### src/rtl/pdi_pkg.sv
package pdi_pkg;

  // Coordinate width and the widths that follow from it.
  localparam int COORD_BITS = 15;
  localparam int DIFF_BITS  = COORD_BITS + 1;
  localparam int SQ_BITS    = 2 * DIFF_BITS;
  localparam int ROOT_BITS  = 16;

  // The restoring root settles one bit per step, starting from the highest
  // even bit position of the sum of squares.
  localparam int ROOT_STEPS     = DIFF_BITS;
  localparam int ROOT_START_BIT = SQ_BITS - 2;
  localparam int CNT_BITS       = $clog2(ROOT_STEPS);

  typedef logic signed [COORD_BITS-1:0] coord_t;
  typedef logic signed [DIFF_BITS-1:0]  diff_t;
  typedef logic [SQ_BITS-1:0]           sq_t;
  typedef logic [ROOT_BITS-1:0]         root_t;

  // Commands from the controller to the datapath; at most one is high.
  typedef struct packed {
    logic load_in;
    logic square;
    logic sum;
    logic step;
    logic out_load;
  } cmd_t;

endpackage

### src/rtl/pdi_if.sv
interface pdi_in_if;
  logic            valid;
  logic            ready;
  pdi_pkg::coord_t first_x;
  pdi_pkg::coord_t first_y;
  pdi_pkg::coord_t second_x;
  pdi_pkg::coord_t second_y;

  modport source (output valid, output first_x, output first_y,
                  output second_x, output second_y, input ready);
  modport sink   (input valid, input first_x, input first_y,
                  input second_x, input second_y, output ready);
endinterface

interface pdi_out_if;
  logic           valid;
  logic           ready;
  pdi_pkg::root_t distance;

  modport source (output valid, output distance, input ready);
  modport sink   (input valid, input distance, output ready);
endinterface

### src/rtl/pdi_ctrl.sv
module pdi_ctrl (
  input  logic          clk,
  input  logic          rst_n,
  input  logic          in_valid,
  output logic          in_ready,
  output logic          out_valid,
  input  logic          out_ready,
  output pdi_pkg::cmd_t cmd
);

  typedef enum logic [4:0] {
    S_IDLE   = 5'b00001,
    S_SQUARE = 5'b00010,
    S_SUM    = 5'b00100,
    S_ROOT   = 5'b01000,
    S_DONE   = 5'b10000
  } state_t;

  state_t                         state_r, state_nxt;
  logic [pdi_pkg::CNT_BITS-1:0]   cnt_r, cnt_nxt;
  logic                           out_valid_r, out_valid_nxt;
  logic                           slot_free;

  assign in_ready  = (state_r == S_IDLE);
  assign out_valid = out_valid_r;
  assign slot_free = !out_valid_r || out_ready;

  always_comb begin
    state_nxt = state_r;
    cnt_nxt   = cnt_r;
    cmd       = '0;
    unique case (state_r)
      S_IDLE: begin
        if (in_valid) begin
          cmd.load_in = 1'b1;
          state_nxt   = S_SQUARE;
        end
      end
      S_SQUARE: begin
        cmd.square = 1'b1;
        state_nxt  = S_SUM;
      end
      S_SUM: begin
        cmd.sum   = 1'b1;
        cnt_nxt   = '0;
        state_nxt = S_ROOT;
      end
      S_ROOT: begin
        cmd.step = 1'b1;
        cnt_nxt  = cnt_r + 1'b1;
        if (cnt_r == pdi_pkg::CNT_BITS'(pdi_pkg::ROOT_STEPS - 1)) begin
          state_nxt = S_DONE;
        end
      end
      S_DONE: begin
        if (slot_free) begin
          cmd.out_load = 1'b1;
          state_nxt    = S_IDLE;
        end
      end
      default: state_nxt = S_IDLE;
    endcase
  end

  always_comb begin
    out_valid_nxt = out_valid_r;
    if (cmd.out_load) begin
      out_valid_nxt = 1'b1;
    end else if (out_ready) begin
      out_valid_nxt = 1'b0;
    end
  end

  always_ff @(posedge clk) begin
    if (!rst_n) begin
      state_r     <= S_IDLE;
      cnt_r       <= '0;
      out_valid_r <= 1'b0;
    end else begin
      state_r     <= state_nxt;
      cnt_r       <= cnt_nxt;
      out_valid_r <= out_valid_nxt;
    end
  end

endmodule

### src/rtl/pdi_dp.sv
module pdi_dp (
  input  logic            clk,
  input  pdi_pkg::cmd_t   cmd,
  input  pdi_pkg::coord_t first_x,
  input  pdi_pkg::coord_t first_y,
  input  pdi_pkg::coord_t second_x,
  input  pdi_pkg::coord_t second_y,
  output pdi_pkg::root_t  distance
);

  pdi_pkg::diff_t dx_r, dy_r;
  pdi_pkg::sq_t   sqx_r, sqy_r;
  pdi_pkg::sq_t   rem_r, root_r, bit_r;
  pdi_pkg::root_t dist_r;

  logic signed [pdi_pkg::SQ_BITS-1:0] sqx_full, sqy_full;
  pdi_pkg::sq_t                       trial;
  logic                               fits;

  // Squares of the differences are never negative, so the signed product
  // can be taken as an unsigned value.
  assign sqx_full = dx_r * dx_r;
  assign sqy_full = dy_r * dy_r;

  assign trial = root_r + bit_r;
  assign fits  = (rem_r >= trial);

  always_ff @(posedge clk) begin
    if (cmd.load_in) begin
      dx_r <= pdi_pkg::DIFF_BITS'(second_x) - pdi_pkg::DIFF_BITS'(first_x);
      dy_r <= pdi_pkg::DIFF_BITS'(second_y) - pdi_pkg::DIFF_BITS'(first_y);
    end
    if (cmd.square) begin
      sqx_r <= pdi_pkg::sq_t'(sqx_full);
      sqy_r <= pdi_pkg::sq_t'(sqy_full);
    end
    if (cmd.sum) begin
      rem_r  <= sqx_r + sqy_r;
      root_r <= '0;
      bit_r  <= pdi_pkg::sq_t'(1) << pdi_pkg::ROOT_START_BIT;
    end else if (cmd.step) begin
      if (fits) begin
        rem_r  <= rem_r - trial;
        root_r <= (root_r >> 1) + bit_r;
      end else begin
        root_r <= root_r >> 1;
      end
      bit_r <= bit_r >> 2;
    end
    if (cmd.out_load) begin
      dist_r <= root_r[pdi_pkg::ROOT_BITS-1:0];
    end
  end

  assign distance = dist_r;

endmodule

### src/rtl/point_distance_isqrt_core.sv
// Integer Euclidean distance between two points.
//
// The input channel carries one pair of points per transfer (first_x,
// first_y, second_x, second_y, signed). The result channel carries the floor
// of the square root of dx*dx + dy*dy, where each difference is second minus
// first. Both channels use a valid/ready handshake.
//
// The transfer edge registers the differences; the core then squares them,
// adds the squares, runs the sixteen-step restoring square root one root bit
// per cycle, and moves the root into the output register once that register
// is free. The core is idle again in the cycle after that move, and it takes
// no new input before then, so one item is in flight.
//
// The result sits in an output register, so the next input can be accepted
// while an earlier result still waits on a stalled receiver. If the receiver
// still holds off when the next root is done, the core waits and accepts no
// input until the output register frees up. Reset (rst_n, synchronous,
// active low) returns the controller to idle and drops the output valid.
module point_distance_isqrt_core (
  input  logic      clk,
  input  logic      rst_n,
  pdi_in_if.sink    in_ch,
  pdi_out_if.source out_ch
);

  pdi_pkg::cmd_t cmd;

  // The controller sequences one item at a time and owns both handshakes.
  pdi_ctrl u_ctrl (
    .clk       (clk),
    .rst_n     (rst_n),
    .in_valid  (in_ch.valid),
    .in_ready  (in_ch.ready),
    .out_valid (out_ch.valid),
    .out_ready (out_ch.ready),
    .cmd       (cmd)
  );

  // The datapath holds the differences, squares, root iteration registers
  // and the output register.
  pdi_dp u_dp (
    .clk      (clk),
    .cmd      (cmd),
    .first_x  (in_ch.first_x),
    .first_y  (in_ch.first_y),
    .second_x (in_ch.second_x),
    .second_y (in_ch.second_y),
    .distance (out_ch.distance)
  );

  // An accepted item keeps the core busy on the next cycle.
  assert property (@(posedge clk) disable iff (!rst_n)
    (in_ch.valid && in_ch.ready) |=> !in_ch.ready)
    else $error("input accepted while busy");

  // A new result never overwrites one the receiver has not taken.
  assert property (@(posedge clk) disable iff (!rst_n)
    cmd.out_load |-> (!out_ch.valid || out_ch.ready))
    else $error("pending result overwritten");

  // The controller issues at most one command per cycle.
  assert property (@(posedge clk) disable iff (!rst_n)
    $onehot0({cmd.load_in, cmd.square, cmd.sum, cmd.step, cmd.out_load}))
    else $error("conflicting datapath commands");

  // Summing the squares is always followed by the first root step.
  assert property (@(posedge clk) disable iff (!rst_n)
    cmd.sum |=> cmd.step)
    else $error("root loop did not start after sum");

endmodule

### src/flat_wrapper.sv
// flat-port wrapper written by rule: the top's interface ports become plain ports
module point_distance_isqrt_core_flat 
  (clk, rst_n, in_ch_valid, in_ch_first_x, in_ch_first_y, in_ch_second_x, in_ch_second_y, in_ch_ready, out_ch_valid, out_ch_distance, out_ch_ready);
  pdi_in_if in_ch_i ();
  pdi_out_if out_ch_i ();
  input  logic clk;
  input  logic rst_n;
  input wire logic [$bits(in_ch_i.valid)-1:0] in_ch_valid;
  input wire logic [$bits(in_ch_i.first_x)-1:0] in_ch_first_x;
  input wire logic [$bits(in_ch_i.first_y)-1:0] in_ch_first_y;
  input wire logic [$bits(in_ch_i.second_x)-1:0] in_ch_second_x;
  input wire logic [$bits(in_ch_i.second_y)-1:0] in_ch_second_y;
  output wire logic [$bits(in_ch_i.ready)-1:0] in_ch_ready;
  output wire logic [$bits(out_ch_i.valid)-1:0] out_ch_valid;
  output wire logic [$bits(out_ch_i.distance)-1:0] out_ch_distance;
  input wire logic [$bits(out_ch_i.ready)-1:0] out_ch_ready;
  assign in_ch_i.valid = in_ch_valid;
  assign in_ch_i.first_x = in_ch_first_x;
  assign in_ch_i.first_y = in_ch_first_y;
  assign in_ch_i.second_x = in_ch_second_x;
  assign in_ch_i.second_y = in_ch_second_y;
  assign in_ch_ready = in_ch_i.ready;
  assign out_ch_valid = out_ch_i.valid;
  assign out_ch_distance = out_ch_i.distance;
  assign out_ch_i.ready = out_ch_ready;
  point_distance_isqrt_core u_core (.clk(clk), .rst_n(rst_n), .in_ch(in_ch_i), .out_ch(out_ch_i));
endmodule
### config.mk
export PLATFORM = sky130hd
export DESIGN_NAME = point_distance_isqrt_core_flat
export DESIGN_NICKNAME = d
export VERILOG_FILES = /design/src/rtl/pdi_pkg.sv /design/src/rtl/pdi_if.sv /design/src/rtl/pdi_ctrl.sv /design/src/rtl/pdi_dp.sv /design/src/rtl/point_distance_isqrt_core.sv /design/src/flat_wrapper.sv
export SDC_FILE = /design/constraint.sdc
export NUM_CORES = 2
export LEC_CHECK = 0
export BUFFER_PORTS_ARGS = -buffer_cell sky130_fd_sc_hd__buf_2
export CORE_MARGIN = 3
export CORE_UTILIZATION = 45
export CTS_CLUSTER_DIAMETER = 40
export CTS_CLUSTER_SIZE = 30
export DETAILED_ROUTE_END_ITERATION = 16
export SLEW_MARGIN = 20
export SYNTH_ARGS = -nofsm -noshare
export SYNTH_HDL_FRONTEND = slang
export SYNTH_SLANG_ARGS = --single-unit
### constraint.sdc
create_clock -name clk -period 6.8 [get_ports clk]
set_input_delay 0 -clock clk [delete_from_list [all_inputs] [get_ports clk]]
set_output_delay 0 -clock clk [all_outputs]
set_load 0.05 [all_outputs]
; Yosys cells after proc, flatten, opt, wreduce, memory -nomap -nowiden
; Cells that the tools add are included.
[word_totals]
register_bits = 202
input_bits = 64
out_inout_bits = 18
[op_classes]
n_addsub = 7
mul = 2
magnitude_cmp = 1
n_eq_ne = 9
muxes = 18
reduce_logical = 8
[op_table]
columns = cell, n
row1 = two-way mux 32 bit, 4
row2 = multiplier 16 x 16 -> 32 bit, 2
row3 = adder 31 x 31 -> 32 bit, 1
row4 = adder 32 x 31 -> 32 bit, 1
row5 = adder 32 bit, 1
row6 = greater-or-equal comparator 32 bit, 1
row7 = subtractor 15 x 15 -> 16 bit, 2
row8 = subtractor 32 bit, 1
row9 = one-hot mux 5 bit (5 select lines), 1
row10 = two-way mux 5 bit, 3
row11 = two-way mux 1 bit, 9
row12 = one-hot mux 4 bit (2 select lines), 1
row13 = nonzero test 2 bit, 4
row14 = "!= test 2 bit, second input constant", 3
row15 = "== test 5 x 1 -> 1 bit, second input constant", 1
row16 = "== test 5 x 2 -> 1 bit, second input constant", 1
row17 = "== test 5 x 3 -> 1 bit, second input constant", 1
row18 = "== test 5 x 4 -> 1 bit, second input constant", 1
row19 = "== test 5 bit, second input constant", 1
row20 = "adder 4 x 1 -> 4 bit, second input constant", 1
row21 = "== test 4 bit, second input constant", 1
row22 = AND reduction 3 bit, 1
row23 = AND reduction 2 bit, 1
row24 = logical NOT 1 bit, 1
row25 = logical OR 1 bit, 1

; Longest topological paths before layout
[depth]
depth_word = 5
ltp_mapped = 26
depth_no_buf = 25

; Hierarchy
; From an unflattened synthesis, not the netlist that was laid out.
[hier_totals]
cells_unflattened = 3304
area_unflattened_um2 = 30930.9
[modules_own_cells]
columns = module, instances, cells_per_inst, area_per_inst_um2
row1 = pdi_dp, 1, 3230, 30317.8
row2 = pdi_ctrl, 1, 74, 613.1

; Worst setup path before layout
; Ideal clock, no wire load.
[synth_path]
path_kind = register to register
from = reg u_core.u_dp.dy_r[1]
to = reg u_core.u_dp.sqy_r[30], data pin
setup_time_ns = 0.258
t_arrival_ns = 6.099
required_ns = 6.542
slack_ns = 0.444
path_stages_with_launch = 23
synth_period_minus_slack_ns = 6.356
cell_sequence = edfxtp_1 -> clkbuf_1 -> clkbuf_1 -> nand2_1 -> fa_1 -> inv_1 -> fa_1 -> fa_1 -> fa_1 -> fa_1 -> inv_1 -> fa_1 -> inv_1 -> ha_1 -> a21o_1 -> a21o_1 -> a21oi_1 -> nor2_1 -> a311o_1 -> o31a_1 -> o21a_1 -> nor2_2 -> xnor2_1
[synth_via]
elab_chain_cells = 1
[synth_lines]
columns = element, line
row1 = "start, declared", pdi_dp.sv:11  ; pdi_pkg::diff_t dx_r, dy_r;
row2 = "start signal, assigned", pdi_dp.sv:31  ; dy_r <= pdi_pkg::DIFF_BITS'(second_y) - pdi_pkg::DIFF_BITS'(first_y);
row3 = multiplier 16 x 16 -> 32 bit, pdi_dp.sv:23  ; assign sqy_full = dy_r * dy_r;
row4 = "named net u_core.u_dp.sqy_full, one bit", pdi_dp.sv:16  ; logic signed [pdi_pkg::SQ_BITS-1:0] sqx_full, sqy_full;
row5 = "end signal, assigned", pdi_dp.sv:35  ; sqy_r <= pdi_pkg::sq_t'(sqy_full);
row6 = "end, declared", pdi_dp.sv:12  ; pdi_pkg::sq_t sqx_r, sqy_r;
; The timed path passes the listed nets, and every way through them passes these cells.
; A chain may end at the register's enable or synchronous reset.

; Worst setup path after layout
[layout_path]
from = reg u_core.u_dp.dy_r[15]
to = reg u_core.u_dp.sqy_r[30], data pin
; The elaborated chain is that of the path after synthesis.

==> run metrics <==
fmax 154 MHz; clock-pin transition on the worst setup and hold timing paths 90 ps; Nets 4194; Post-DP Area 32300 um^2; largest net degree at the start of global routing 63; number of synthesized flops with an enable pin 142; antenna viol nets, final 0; GP Congestion 0.864; Yosys top cell area share 30.9%; Tcrit/Tclk final 95.6%; final clock skew 29.6 ps; RSZ-0062 raised after global routing no; final design area excluding fillers 33000 um^2; Place WS 203 ps; clk_lat worst skew 510 ps; DRT Pass-1 Iters 5; Num CTS Buffers 17; grt total ovfl 0; TNS Setup 0 ps; vias in the first global route 22.3k; DRC Markers 0; post-cts sizing count 0; # fillers 6335; Cells after Synth 3248; footprint of the multi-input gates 22200 um^2; reg-to-reg critical path endpoint u_core.u_dp.sqy_r[30]$_DFFE_PP_; final hold vios 0; Setup-failing EPs final 0; Clock Path Buffers 2; DIE HEIGHT 267 um; Root Driver clkbuf_16; max cap viols 0; most common cell after layout, fill and taps aside inv_1; CP max FO 14; CTS HTree Levels 4; Yosys Warn Count 0; TritonCTS clock tree done; Final Critical Period 6500 ps; first-pass GRT wire length 113 mm; worst hold path type in2reg; CORE AREA 66600 um^2; Die ar. 71100 um^2; post-synth cell types 75; CP required 7040 ps; endpoint class of the critical path register; Reg area 5430 um^2; IO Port Bufs 81; Tot GR Track Use 19.9%; kind of critical path reg2reg; # rows 94; Netlist Area Pre-Place 30600 um^2; placed wire-length estimate 56.2 mm; startpoint types register; DRT iter0 DRCs 1171; area grow syn2layout 8.10%; Yosys top cell by area fa_1; share of async-settable or async-resettable flops after synthesis 0%; share of cells above drive strength 1 6.74%; hold depth 3; WL final 67.1 mm; Seq/Total Area, Yosys 17.7%; reg2reg path depth 20; initial antenna violation count 0; Final Max Slew Viols 0; max_slew headroom 35.7%; commonest cells after routing, fill and taps aside inv_1 (703), fa_1 (472), ha_1 (303), nand2_1 (293), nor2_1 (152); top_reg_cell synth edfxtp_1; synth top area cells fa_1 (31%), edfxtp_1 (14%), ha_1 (12%); Diodes inserted 0; die width 267 um; measured slew at the worst slew-check pin 960 ps; hold_sp in_ch_second_x[6]; flops & latches, synth 200; Vias 21.6k; Mean Syn Cell Area 9.41 um^2; Net Count, Synth 4087; Worst Path Arrival 6740 ps; # clock sinks 200; Initial Utilization 45.9%; setup slack after layout 298 ps; drt wl/cell 15.8 um; status complete, no violations; Hold Path Sink u_core.u_dp.dx_r[6]$_DFFE_PP_; Via density 5.10; Ports 82; R2R Setup Slk 300 ps; FF-to-FF Start u_core.u_dp.dy_r[15]$_DFFE_PP_
final cells by class:
cell class / count / share of cell area, %
Multi-Input combinational cell: 2265 / 67.2
Sequential cell: 200 / 16.4
Inverter: 704 / 8.00
Timing Repair Buffer: 167 / 3.29
Tap cell: 864 / 3.27
Clock buffer: 18 / 1.30
Clock inverter: 14 / 0.519
cells in the mapped netlist (all sizes together), types with 27 or more instances:
cell type,n
nor3,35
a21oi,142
xor2,68
xnor2,151
o21ai,118
a31oi,31
ha,303
clkbuf,71
and2,97
edfxtp,142
dfxtp,58
inv,704
fa,472
nor2,155
a211oi,27
nand3,29
nand2,294
a21o,52
routing by layer:
layer / track usage [%] / up-vias / part of all wire (%)
li1: - / 10600 / -
met1: 26.1 / 10600 / 45
met2: 35.0 / 337 / 50
met3: 2.63 / 82 / 3.3
met4: 4.99 / 0 / 2.0
met5: 0 / - / 0
state kept, by name (all words and copies together) (netlist names), 16 cells and up:
name	flops
u_core.u_dp.bit_r	16
u_core.u_dp.distance	16
u_core.u_dp.dy_r	16
u_core.u_dp.sqx_r	31
u_core.u_dp.dx_r	16
u_core.u_dp.sqy_r	31
u_core.u_dp.root_r	32
u_core.u_dp.rem_r	32
per-stage QoR:
| step | utilization, % | hold slack, ps | std cells |
|---|---|---|---|
| 2_1_floorplan | - | 122 | 3248 |
| 3_3_place_gp | 48.5 | 331 | 4182 |
| 3_5_place_dp | 48.5 | 323 | 4182 |
| 4_1_cts | 49.6 | 1.24 | 4229 |
| 5_1_grt | 49.6 | 49.4 | 4232 |
| 6_report | 49.6 | 32.4 | 4232 |
worst max-delay path, cell delays in order, from the launching register on:
cell and delay, ps:
edfxtp_1 670, nand2_1 210, fa_1 570, inv_1 140
fa_1 670, fa_1 480, fa_1 510, fa_1 500
inv_1 50, fa_1 470, inv_1 40, ha_1 340
a21o_1 190, a21o_1 170, a21oi_1 240, nor2_1 100
a311o_1 310, o31a_1 270, o21a_1 180, nor2_2 90
xnor2_1 70
what timing repair did:
| item | CTS | global route |
|---|---|---|
| hold endpoints to repair | 22 | 0 |
| hold buffers | 15 | 0 |
| endpoints found under the setup margin | 0 | 3 |
| setup buffers | 0 | 3 |
how the worst max path moves through the flow:
stage                                           end  depth (start not counted)                           start
finish              u_core.u_dp.sqy_r[30]$_DFFE_PP_                         20  u_core.u_dp.dy_r[15]$_DFFE_PP_
global route        u_core.u_dp.sqy_r[30]$_DFFE_PP_                         20  u_core.u_dp.dy_r[15]$_DFFE_PP_
CTS                 u_core.u_dp.sqy_r[21]$_DFFE_PP_                         20   u_core.u_dp.dy_r[9]$_DFFE_PP_
detailed placement  u_core.u_dp.sqy_r[21]$_DFFE_PP_                         20   u_core.u_dp.dy_r[9]$_DFFE_PP_
global placement    u_core.u_dp.sqy_r[21]$_DFFE_PP_                         20   u_core.u_dp.dy_r[9]$_DFFE_PP_
floorplan           u_core.u_dp.sqy_r[30]$_DFFE_PP_                         22   u_core.u_dp.dy_r[1]$_DFFE_PP_
cells by family after synthesis:
family / Yosys count / share of synthesized area, %
xor gates and xnor gates: 219 / 6.27
muxes: 24 / 0.786
AOI/OAI and AO/OA: 522 / 11.2
DFF: 200 / 17.7
and+or+nand+nor: 725 / 11.0
buffers and inverters: 783 / 9.66
adders and majority gates: 775 / 43.3
Power is left out: the tool's default activity adds up to more than one toggle a clock period on the data nets, which glitch-free logic cannot reach.
